==> src/design/rss_pkg.sv <==
// Shared types and codes for the random sample set.
// No dependencies; imported by every design file.
`timescale 1ns / 1ps

package rss_pkg;

  localparam int VALUE_W = 32;
  localparam int RAND_W  = 16;
  localparam int OP_W    = 2;
  localparam int STAT_W  = 2;

  typedef logic [OP_W-1:0]   op_t;
  typedef logic [STAT_W-1:0] status_t;

  localparam op_t OP_INSERT = 2'd0;
  localparam op_t OP_REMOVE = 2'd1;
  localparam op_t OP_SAMPLE = 2'd2;

  localparam status_t ST_DONE     = 2'd0;
  localparam status_t ST_PRESENCE = 2'd1;
  localparam status_t ST_FULL     = 2'd2;
  localparam status_t ST_EMPTY    = 2'd3;

endpackage

==> src/design/rss_mod_unit.sv <==
// Iterative remainder unit: one restoring step per cycle over the random word.
// Depends on rss_pkg.
`timescale 1ns / 1ps

module rss_mod_unit import rss_pkg::*; #(
  parameter int CAPACITY = 64
) (
  input  logic                              clk,
  input  logic                              rst_n,
  input  logic                              start,
  input  logic [RAND_W-1:0]                 dividend,
  input  logic [$clog2(CAPACITY+1)-1:0]     divisor,
  output logic                              done,
  output logic [$clog2(CAPACITY)-1:0]       remainder
);

  localparam int CW = $clog2(CAPACITY + 1);
  localparam int IW = $clog2(CAPACITY);
  localparam int SW = $clog2(RAND_W);

  logic              busy_r, busy_nxt;
  logic              done_r, done_nxt;
  logic [SW-1:0]     step_r, step_nxt;
  logic [RAND_W-1:0] dvd_r, dvd_nxt;
  logic [CW-1:0]     dsr_r, dsr_nxt;
  logic [CW-1:0]     rem_r, rem_nxt;
  logic [CW:0]       trial;

  assign trial = {rem_r, dvd_r[RAND_W-1]};

  always_comb begin
    busy_nxt = busy_r;
    done_nxt = 1'b0;
    step_nxt = step_r;
    dvd_nxt  = dvd_r;
    dsr_nxt  = dsr_r;
    rem_nxt  = rem_r;
    if (start) begin
      busy_nxt = 1'b1;
      step_nxt = '0;
      dvd_nxt  = dividend;
      dsr_nxt  = divisor;
      rem_nxt  = '0;
    end else if (busy_r) begin
      dvd_nxt = {dvd_r[RAND_W-2:0], 1'b0};
      if (trial >= {1'b0, dsr_r}) begin
        rem_nxt = CW'(trial - {1'b0, dsr_r});
      end else begin
        rem_nxt = CW'(trial);
      end
      step_nxt = step_r + 1'b1;
      if (step_r == SW'(RAND_W - 1)) begin
        busy_nxt = 1'b0;
        done_nxt = 1'b1;
      end
    end
  end

  always_ff @(posedge clk) begin
    if (!rst_n) begin
      busy_r <= 1'b0;
      done_r <= 1'b0;
      step_r <= '0;
    end else begin
      busy_r <= busy_nxt;
      done_r <= done_nxt;
      step_r <= step_nxt;
    end
    dvd_r <= dvd_nxt;
    dsr_r <= dsr_nxt;
    rem_r <= rem_nxt;
  end

  assign done      = done_r;
  assign remainder = rem_r[IW-1:0];

endmodule

==> src/design/rss_store.sv <==
// Member array: one write port and one registered read port.
// Depends on rss_pkg.
`timescale 1ns / 1ps

module rss_store import rss_pkg::*; #(
  parameter int CAPACITY = 64
) (
  input  logic                          clk,
  input  logic                          rd_en,
  input  logic [$clog2(CAPACITY)-1:0]   rd_addr,
  output logic [VALUE_W-1:0]            rd_data,
  input  logic                          wr_en,
  input  logic [$clog2(CAPACITY)-1:0]   wr_addr,
  input  logic [VALUE_W-1:0]            wr_data
);

  logic [VALUE_W-1:0] mem [CAPACITY];
  logic [VALUE_W-1:0] rd_data_r;

  always_ff @(posedge clk) begin
    if (wr_en) begin
      mem[wr_addr] <= wr_data;
    end
  end

  always_ff @(posedge clk) begin
    if (rd_en) begin
      rd_data_r <= mem[rd_addr];
    end
  end

  assign rd_data = rd_data_r;

endmodule

==> src/design/random_sample_set_top.sv <==
// Random sample set: a set of distinct 32-bit values with insert, remove
// and random sample.
// Input channel: in_valid / in_stall with in_operation, in_value and
// in_random_word; one item is taken per transfer when the block is idle.
// Result channel: out_valid / out_stall with out_status and
// out_picked_value; exactly one result per input item, in order.
// Insert and remove scan the member array one entry per cycle through the
// array's single read port. Sample runs the 16-step remainder unit, one bit
// per cycle, then one array read. Operation code 3 and a sample of an empty
// set go straight to the result.
// in_stall is high while an item is in work; the next item is taken once
// its result sits in the output register, even if that result is stalled.
// A stalled result holds in the output register; a finished item waits in
// its last step until the register frees.
// Synchronous reset empties the set and drops any result in flight; the
// array contents need no clearing.
// Depends on rss_pkg, rss_store and rss_mod_unit.
`timescale 1ns / 1ps

module random_sample_set_top import rss_pkg::*; #(
  parameter int CAPACITY = 64
) (
  input  logic                      clk,
  input  logic                      rst_n,
  input  logic                      in_valid,
  output logic                      in_stall,
  input  logic [OP_W-1:0]           in_operation,
  input  logic signed [VALUE_W-1:0] in_value,
  input  logic [RAND_W-1:0]         in_random_word,
  output logic                      out_valid,
  input  logic                      out_stall,
  output logic [STAT_W-1:0]         out_status,
  output logic signed [VALUE_W-1:0] out_picked_value
);

  localparam int CW = $clog2(CAPACITY + 1);
  localparam int IW = $clog2(CAPACITY);

  localparam logic [2:0] S_IDLE     = 3'd0;
  localparam logic [2:0] S_SCAN     = 3'd1;
  localparam logic [2:0] S_MOD      = 3'd2;
  localparam logic [2:0] S_PICK_GET = 3'd3;
  localparam logic [2:0] S_MOVE_RD  = 3'd4;
  localparam logic [2:0] S_MOVE_WR  = 3'd5;
  localparam logic [2:0] S_RESULT   = 3'd6;

  logic [2:0]         state_r, state_nxt;
  logic [CW-1:0]      count_r, count_nxt;
  logic [CW-1:0]      scan_r, scan_nxt;
  logic               cmp_vld_r, cmp_vld_nxt;
  logic [IW-1:0]      cmp_idx_r, cmp_idx_nxt;
  logic [IW-1:0]      hit_idx_r, hit_idx_nxt;
  op_t                op_r, op_nxt;
  logic [VALUE_W-1:0] value_r, value_nxt;
  status_t            res_status_r, res_status_nxt;
  logic [VALUE_W-1:0] res_picked_r, res_picked_nxt;
  logic               out_valid_r, out_valid_nxt;
  status_t            out_status_r, out_status_nxt;
  logic [VALUE_W-1:0] out_picked_r, out_picked_nxt;

  logic               rd_en;
  logic [IW-1:0]      rd_addr;
  logic [VALUE_W-1:0] rd_data;
  logic               wr_en;
  logic [IW-1:0]      wr_addr;
  logic [VALUE_W-1:0] wr_data;
  logic               mod_start;
  logic               mod_done;
  logic [IW-1:0]      mod_rem;
  logic [CW-1:0]      last_pos;
  logic               in_xfer;
  logic               out_load;

  assign in_xfer  = in_valid && (state_r == S_IDLE);
  assign out_load = (state_r == S_RESULT) && (!out_valid_r || !out_stall);
  assign last_pos = count_r - 1'b1;

  rss_store #(.CAPACITY(CAPACITY)) u_store (
    .clk     (clk),
    .rd_en   (rd_en),
    .rd_addr (rd_addr),
    .rd_data (rd_data),
    .wr_en   (wr_en),
    .wr_addr (wr_addr),
    .wr_data (wr_data)
  );

  rss_mod_unit #(.CAPACITY(CAPACITY)) u_mod (
    .clk       (clk),
    .rst_n     (rst_n),
    .start     (mod_start),
    .dividend  (in_random_word),
    .divisor   (count_r),
    .done      (mod_done),
    .remainder (mod_rem)
  );

  always_comb begin
    state_nxt      = state_r;
    count_nxt      = count_r;
    scan_nxt       = scan_r;
    cmp_vld_nxt    = cmp_vld_r;
    cmp_idx_nxt    = cmp_idx_r;
    hit_idx_nxt    = hit_idx_r;
    op_nxt         = op_r;
    value_nxt      = value_r;
    res_status_nxt = res_status_r;
    res_picked_nxt = res_picked_r;
    rd_en          = 1'b0;
    rd_addr        = scan_r[IW-1:0];
    wr_en          = 1'b0;
    wr_addr        = count_r[IW-1:0];
    wr_data        = value_r;
    mod_start      = 1'b0;
    case (state_r)
      S_IDLE: begin
        if (in_xfer) begin
          op_nxt         = in_operation;
          value_nxt      = in_value;
          scan_nxt       = '0;
          cmp_vld_nxt    = 1'b0;
          res_status_nxt = ST_DONE;
          res_picked_nxt = '0;
          case (in_operation)
            OP_INSERT, OP_REMOVE: begin
              state_nxt = S_SCAN;
            end
            OP_SAMPLE: begin
              if (count_r == '0) begin
                res_status_nxt = ST_EMPTY;
                state_nxt      = S_RESULT;
              end else begin
                mod_start = 1'b1;
                state_nxt = S_MOD;
              end
            end
            default: begin
              state_nxt = S_RESULT;
            end
          endcase
        end
      end
      S_SCAN: begin
        if (cmp_vld_r && (rd_data == value_r)) begin
          hit_idx_nxt = cmp_idx_r;
          if (op_r == OP_INSERT) begin
            res_status_nxt = ST_PRESENCE;
            state_nxt      = S_RESULT;
          end else begin
            state_nxt = S_MOVE_RD;
          end
        end else if (scan_r != count_r) begin
          rd_en       = 1'b1;
          rd_addr     = scan_r[IW-1:0];
          scan_nxt    = scan_r + 1'b1;
          cmp_vld_nxt = 1'b1;
          cmp_idx_nxt = scan_r[IW-1:0];
        end else begin
          state_nxt = S_RESULT;
          if (op_r == OP_INSERT) begin
            if (count_r == CW'(CAPACITY)) begin
              res_status_nxt = ST_FULL;
            end else begin
              wr_en     = 1'b1;
              wr_addr   = count_r[IW-1:0];
              wr_data   = value_r;
              count_nxt = count_r + 1'b1;
            end
          end else begin
            res_status_nxt = ST_PRESENCE;
          end
        end
      end
      S_MOD: begin
        if (mod_done) begin
          rd_en     = 1'b1;
          rd_addr   = mod_rem;
          state_nxt = S_PICK_GET;
        end
      end
      S_PICK_GET: begin
        res_picked_nxt = rd_data;
        state_nxt      = S_RESULT;
      end
      S_MOVE_RD: begin
        rd_en     = 1'b1;
        rd_addr   = last_pos[IW-1:0];
        state_nxt = S_MOVE_WR;
      end
      S_MOVE_WR: begin
        wr_en     = 1'b1;
        wr_addr   = hit_idx_r;
        wr_data   = rd_data;
        count_nxt = last_pos;
        state_nxt = S_RESULT;
      end
      S_RESULT: begin
        if (out_load) begin
          state_nxt = S_IDLE;
        end
      end
      default: begin
        state_nxt = S_IDLE;
      end
    endcase
  end

  always_comb begin
    out_valid_nxt  = out_valid_r && out_stall;
    out_status_nxt = out_status_r;
    out_picked_nxt = out_picked_r;
    if (out_load) begin
      out_valid_nxt  = 1'b1;
      out_status_nxt = res_status_r;
      out_picked_nxt = res_picked_r;
    end
  end

  always_ff @(posedge clk) begin
    if (!rst_n) begin
      state_r     <= S_IDLE;
      count_r     <= '0;
      cmp_vld_r   <= 1'b0;
      out_valid_r <= 1'b0;
    end else begin
      state_r     <= state_nxt;
      count_r     <= count_nxt;
      cmp_vld_r   <= cmp_vld_nxt;
      out_valid_r <= out_valid_nxt;
    end
    scan_r       <= scan_nxt;
    cmp_idx_r    <= cmp_idx_nxt;
    hit_idx_r    <= hit_idx_nxt;
    op_r         <= op_nxt;
    value_r      <= value_nxt;
    res_status_r <= res_status_nxt;
    res_picked_r <= res_picked_nxt;
    out_status_r <= out_status_nxt;
    out_picked_r <= out_picked_nxt;
  end

  assign in_stall         = (state_r != S_IDLE);
  assign out_valid        = out_valid_r;
  assign out_status       = out_status_r;
  assign out_picked_value = out_picked_r;

`ifndef SYNTH
  a_count_bound: assert property (@(posedge clk) disable iff (!rst_n)
    count_r <= CW'(CAPACITY))
    else $error("member count above capacity");

  a_count_step: assert property (@(posedge clk) disable iff (!rst_n)
    $past(rst_n) |-> (count_r == $past(count_r)) ||
                     (count_r == $past(count_r) + 1'b1) ||
                     (count_r == $past(count_r) - 1'b1))
    else $error("member count moved by more than one");

  a_err_zero: assert property (@(posedge clk) disable iff (!rst_n)
    (out_valid_r && (out_status_r != ST_DONE)) |-> (out_picked_r == '0))
    else $error("error result carries a nonzero value");

  a_write_owner: assert property (@(posedge clk) disable iff (!rst_n)
    wr_en |-> ((state_r == S_SCAN) && (op_r == OP_INSERT)) ||
              ((state_r == S_MOVE_WR) && (count_r != '0)))
    else $error("array write outside insert or remove");
`endif

endmodule
==> config.mk <==
export PLATFORM = sky130hd
export DESIGN_NAME = random_sample_set_top
export DESIGN_NICKNAME = d
export VERILOG_FILES = /design/src/design/rss_pkg.sv /design/src/design/rss_mod_unit.sv /design/src/design/rss_store.sv /design/src/design/random_sample_set_top.sv
export SDC_FILE = /design/constraint.sdc
export NUM_CORES = 2
export LEC_CHECK = 0
export ABC_CLOCK_PERIOD_IN_PS = 10400
export CAP_MARGIN = 5
export CORE_MARGIN = 2
export CORE_UTILIZATION = 32
export DETAILED_ROUTE_END_ITERATION = 6
export DONT_BUFFER_PORTS = 1
export PLACE_DENSITY_LB_ADDON = 0.08
export SYNTH_ARGS = -nofsm -noshare
export SYNTH_HDL_FRONTEND = slang
export SYNTH_HIERARCHICAL = 1
export SYNTH_SLANG_ARGS = --single-unit
export TNS_END_PERCENT = 1
==> constraint.sdc <==
create_clock -name clk -period 10.4 [get_ports clk]
set_clock_uncertainty 0.15 [all_clocks]
set_input_delay 1.56 -clock clk [delete_from_list [all_inputs] [get_ports clk]]
set_output_delay 1.56 -clock clk [all_outputs]
set_load 0.01 [all_outputs]
---- After elaboration in Yosys (flattened, before gate mapping) ----
Memory sizes are Yosys's and may differ from the RTL's. A register that Yosys moved wholly into a read port is not among the register bits.
Index checks and enable logic that the tools add are counted.
storage, ports and cells
  input bits .............................. 54
  RAM bits ................................ 2048
  register bits after elaboration ......... 169
  logic and storage cells ................. 140
  memories kept ........................... 1
operators by class
  bitwise logic cells ..................... 3
  multiplexer cells ....................... 60
  add/subtract/negate cells ............... 5
  order comparisons ....................... 1
  equality and inequality tests ........... 23
  reduce and logical (&&, ||, !) cells .... 28
memory list
  memory       words  bits a word  read ports  clocked after memory_dff  wr ports  RTL line         text
  u_store.mem  64     32           1           1                         1         rss_store.sv:17  logic [VALUE_W-1:0] mem [CAPACITY];
operator list
  cell                   count
  $mux W32               2
  $pmux W32 S2           1
  $mux W7                8
  $eq A32 B32 Y1         1
  $mux W16               2
  $pmux W7 S2            2
  $mux W1                21
  $mux W2                9
  $mux W3                6
  $pmux W3 S6            1
  $add A7 B1 Y7 const B  2
  $ne A2 B2 Y1 const B   7
  $mux W6                2
  $pmux W6 S2            1
  $reduce_and A5 Y1      2
  $eq A3 B3 Y1 const B   3
  $ge A8 B7 Y1           1
  $reduce_and A4 Y1      2
  $reduce_bool A2 Y1     4
  $eq A7 B7 Y1 const B   1
  $logic_not A7 Y1       1
  $ne A7 B7 Y1           1
  $sub A7 B1 Y7 const B  1
  $sub A7 B7 Y7          1
  24 further kinds       38

---- Longest topological paths before layout ----
  depth in word-level cells ............... 8
  gate-level depth with buffers ........... 17
  depth with buffers taken out ............ 11

---- Hierarchy ----
Netlist, hierarchy kept.
by module, submodules not included
  module                 times used  cells each  sequential area each (um^2)  area each (um^2)
  rss_store              1           3323        62459.9                      78829.4
  random_sample_set_top  1           532         3873.7                       6140.9
  rss_mod_unit           1           170         950.9                        1921.8

---- Worst setup path before layout ----
OpenSTA, ideal clock, no wires.
  path kind ............................... reg2reg
  start point ............................. register state_r[2]
  end point ............................... memory u_store.mem[33][0], enable pin
  cell stages (with the launch flop) ...... 13
  clock period less this slack ............ 4.820 ns
  library setup time ...................... 0.461 ns
  path buffers ............................ 5
  arrival time ............................ 4.209 ns
  slack ................................... 5.580 ns
  cell sequence ........................... dfxtp_1 > buf_2 > inv_1 > or2_2 > clkbuf_1 > clkbuf_1 > clkbuf_1 > nand2_1 > nand2_1 > clkbuf_1 > nor2_1 > nand4_1 > nor3_1
between the ends
  elaborated cells between the ends (all ways) .. 6
RTL lines
  element                 RTL line                      text
  start, declared         random_sample_set_top.sv:47   logic [2:0] state_r, state_nxt;
  start signal, assigned  random_sample_set_top.sv:226  state_r <= state_nxt;
  $eq A3 B3 Y1            random_sample_set_top.sv:115  case (state_r)
  $mux W6                 --
  net wr_addr[3]          random_sample_set_top.sv:65   logic [IW-1:0] wr_addr;
  end, declared           rss_store.sv:17
The timed path passes the listed nets, and every way through them passes these cells.

---- Final worst setup path ----
  start point ............................. register state_r[1]
  end point ............................... register u_store.rd_data_r[22] (netlist: u_store/rd_data[22]) (read register of u_store.mem), data pin
between the ends
  word-level cells in the longest chain between the ends .. 2
  elaborated cells between the ends (all ways) .. 5
RTL lines
  element                                       RTL line                      text
  $eq A3 B3 Y1 or $eq A3 B2 Y1 (tied branches)  random_sample_set_top.sv:115
  $pmux W6 S2 (*)                               random_sample_set_top.sv:115
  net rd_addr[0]                                random_sample_set_top.sv:62   logic [IW-1:0] rd_addr;
  end, declared                                 rss_store.sv:18               logic [VALUE_W-1:0] rd_data_r;
Mark *: on every way through the listed nets, which the timed path passes. The rest lies on a longest branch.
A chain may end at the register's enable or synchronous reset.

==> qor.csv <==
stage;metric;value;unit
status;status;finished, final reports clean;
power;p_leak;30.8;nW
global_routing;grt_max_degree;80;
power;cellPowerDensity;313;nW/um^2
route;avgRoutedWirePerCell;34.0;um
global_routing;overflow;0;
final_layout;drive_above_1_share;26.7;%
final_layout;fin_util;37.0;%
logic_synthesis;yosys_warnings;6;
min_path;hold_path.class;reg -> reg;
critical_path;cp-end-kind;flip-flop;
placement;portBuffers;0;
global_routing;globalRouteTotalUtil;19.5;%
route;drt-pass1-iter-count;5;
logic_synthesis;synth_area;86900;sq um
logic_synthesis;synth.largest_area_cell;edfxtp_1;
sta;layout_min_cycle_time;7130;ps
global_routing;grt_pass1_vias;43300;
logic_synthesis;avgSynthCellArea;21.6;sq um
final_layout;fin_area;100000;sq um
logic_synthesis;seq_area_frac_synth;77.4;%
floorplan;coreArea;271000;sq um
cts;clk_latency;860;ps
critical_path;cp-start-kind;flip-flop;
logic_synthesis;yosys-top-cells-count;edfxtp_1 (2224), mux4_2 (544), nor2_1 (174), nand2_1 (153), clkbuf_1 (101);
logic_synthesis;synth-async-reset-ratio;0;%
floorplan;start_util;32.1;%
logic_synthesis;synth_top_area_share;76.9;%
sta;hold_viol;0;
cts;clockBufferDepth;4;
route;drt_wl_total;272000;um
cts;cts_buffers;266;
floorplan;num_rows;191;
logic_synthesis;yosysMostFrequentCell;edfxtp_1;
logic_synthesis;synth_ff_type;edfxtp_1;
floorplan;die_area;276000;sq um
final_layout;nets;4289;
route;drt-vias-per-instance;5.28;
route;vias;42100;
sta;maxSlewViolCount;0;
sta;setup_violations;0;
logic_synthesis;synth_seq_cells;2249;
run;cap_violations;0;
route;drc;0;
cts;cts.sink_count;2249;
cts;cts_tree;yes;
route;antenna_left;0;
sta;maxSlewHeadroom;13.6;%
route;drt_iter0_drc;4251;
floorplan;boundaryPins;90;
floorplan;fp.dieW;525;um
floorplan;dieHeight;525;um
sta;holdWs;267;ps
placement;gp_congestion;0.777;
sta;post-route-period-util;68.6;%
sta;fin_setup_tns;0;ps
global_routing;antenna_found_initial;18;
cts;cts-root-buf;clkbuf_16;
critical_path;crit_fanout;57;
power;irDropWorstVdd;0.235;mV
critical_path;crit_arrival;7500;ps
logic_synthesis;synth.distinct_cells;72;
sta;worst_pin_slew;1290;ps
cts;ctsResizeCount;0;
power;fin_total_pwr;0.0313;W
final_layout;area_growth;15.2;%
sta;max_freq;0.140;GHz
logic_synthesis;synth_edf_count;2224;
cts;htree_levels;5;
logic_synthesis;syn_inst;4025;
critical_path;timing_worst_setup_path_type;reg -> reg;
final_layout;n_fill_cell;24600;
cts;clkTransAtPathRegs;60;ps
placement;dpl.hpwl;149000;um
cts;post-cts-setup-buffers;0;
placement;placed_area;92200;sq um
logic_synthesis;synthTopCellsByArea;edfxtp_1 (77%), mux4_2 (14%), mux2i_1 (1.1%);
global_routing;grt_pass1_wl;372000;um
cts;hold_buffers;0;
sta;rsz0062_at_grt;no;
logic_synthesis;synth_nets;4092;
critical_path;crit_required;10770;ps
==> area by class of cell <==
cell class	instances	area [sq um]	area share [%]
clock inverters	119	753	0.752
repair buffers	154	1250	1.25
flip-flops and latches	2249	67300	67.2
inverters	25	93.8	0.0937
diodes	6	15.0	0.0150
well taps	3570	4470	4.46
multi-input cells	1526	19100	19.1
clock buffers	335	7130	7.12
==> registers in the layout, summed over array words and instances (netlist names), 3 cells and up <==
| name | flops |
|---|---|
| u_mod/step_r | 4 |
| u_mod/dvd_r | 16 |
| u_mod/rem_r | 7 |
| hit_idx_r | 6 |
| state_r | 3 |
| value_r | 32 |
| u_mod/dsr_r | 7 |
| scan_r | 7 |
| u_store/rd_data | 32 |
| res_picked_r | 32 |
| u_store/mem | 2048 |
| count_r | 7 |
| out_picked_value | 32 |
| cmp_idx_r | 6 |
==> critical path: stages, from the launching register on <==
cell	delay, ps
dfxtp_1	1030
or3_1	490
inv_1	100
nor2_1	530
a221o_4	910
buf_12	400
buf_4	690
mux4_2	610
mux4_2	580
o22ai_1	780
nor2_1	220
==> per-layer routing <==
metal	vias up	global-route usage (%)	routed length [um]
met5	-	0	27
li1	17200	-	-
met4	4	4.86	6580
met2	1280	31.3	129000
met3	334	2.99	14800
met1	23300	27.7	121000
==> power by group <==
group	switching (W)	total, W	internal [W]
combinational	0.00718	0.0112	0.00401
sequential	0.000420	0.0115	0.0111
clock	0.00365	0.00862	0.00497
total	0.0113	0.0313	0.0200
==> layout by cell type (no fill, tap or decap), types with 19 or more instances in the layout <==
cell / instances
buf_4: 145
mux2i_1: 99
mux4_2: 544
nor2_4: 63
a21oi_1: 69
o221ai_1: 28
clkbuf_1: 59
nand3_1: 19
xnor2_1: 37
o22ai_1: 84
clkinv_2: 32
edfxtp_1: 2224
dfxtp_1: 25
inv_1: 24
and3_1: 35
nand4_1: 19
nor2_1: 110
clkbuf_16: 276
nand2_1: 123
nand2_2: 30
clkinv_1: 64
==> cells by family (layout without fill, tap and decap cells) <==
family / after synthesis / after routing / synth area share, %
mux: 658 / 658 / 15.4
other cells: 0 / 6 / 0
fa+ha+maj: 13 / 13 / 0.196
xor+xnor: 53 / 53 / 0.534
simple gates: 513 / 513 / 2.79
buf+inv: 250 / 633 / 1.37
flops: 2249 / 2249 / 77.4
compound gates: 289 / 289 / 2.24
==> metrics by stage <==
stage               std cells  setup WS [ps]
finish                   7984           3270
global route             7979           2580
CTS                      7977           3170
detailed placement       7523           3200
global placement         7523           3230
floorplan                4025           5580
==> final timing paths <==
kind	from	to	slack, ps	cells after the start
setup reg to reg	state_r[1]	u_store/rd_data[22]	3270	10
hold reg to reg	cmp_idx_r[4]	hit_idx_r[4]	270	0
setup / recovery	state_r[1]	u_store/rd_data[22]	3270	10
hold / removal	cmp_idx_r[4]	hit_idx_r[4]	270	0
Note: power is estimated with default switching activity, not from simulation.
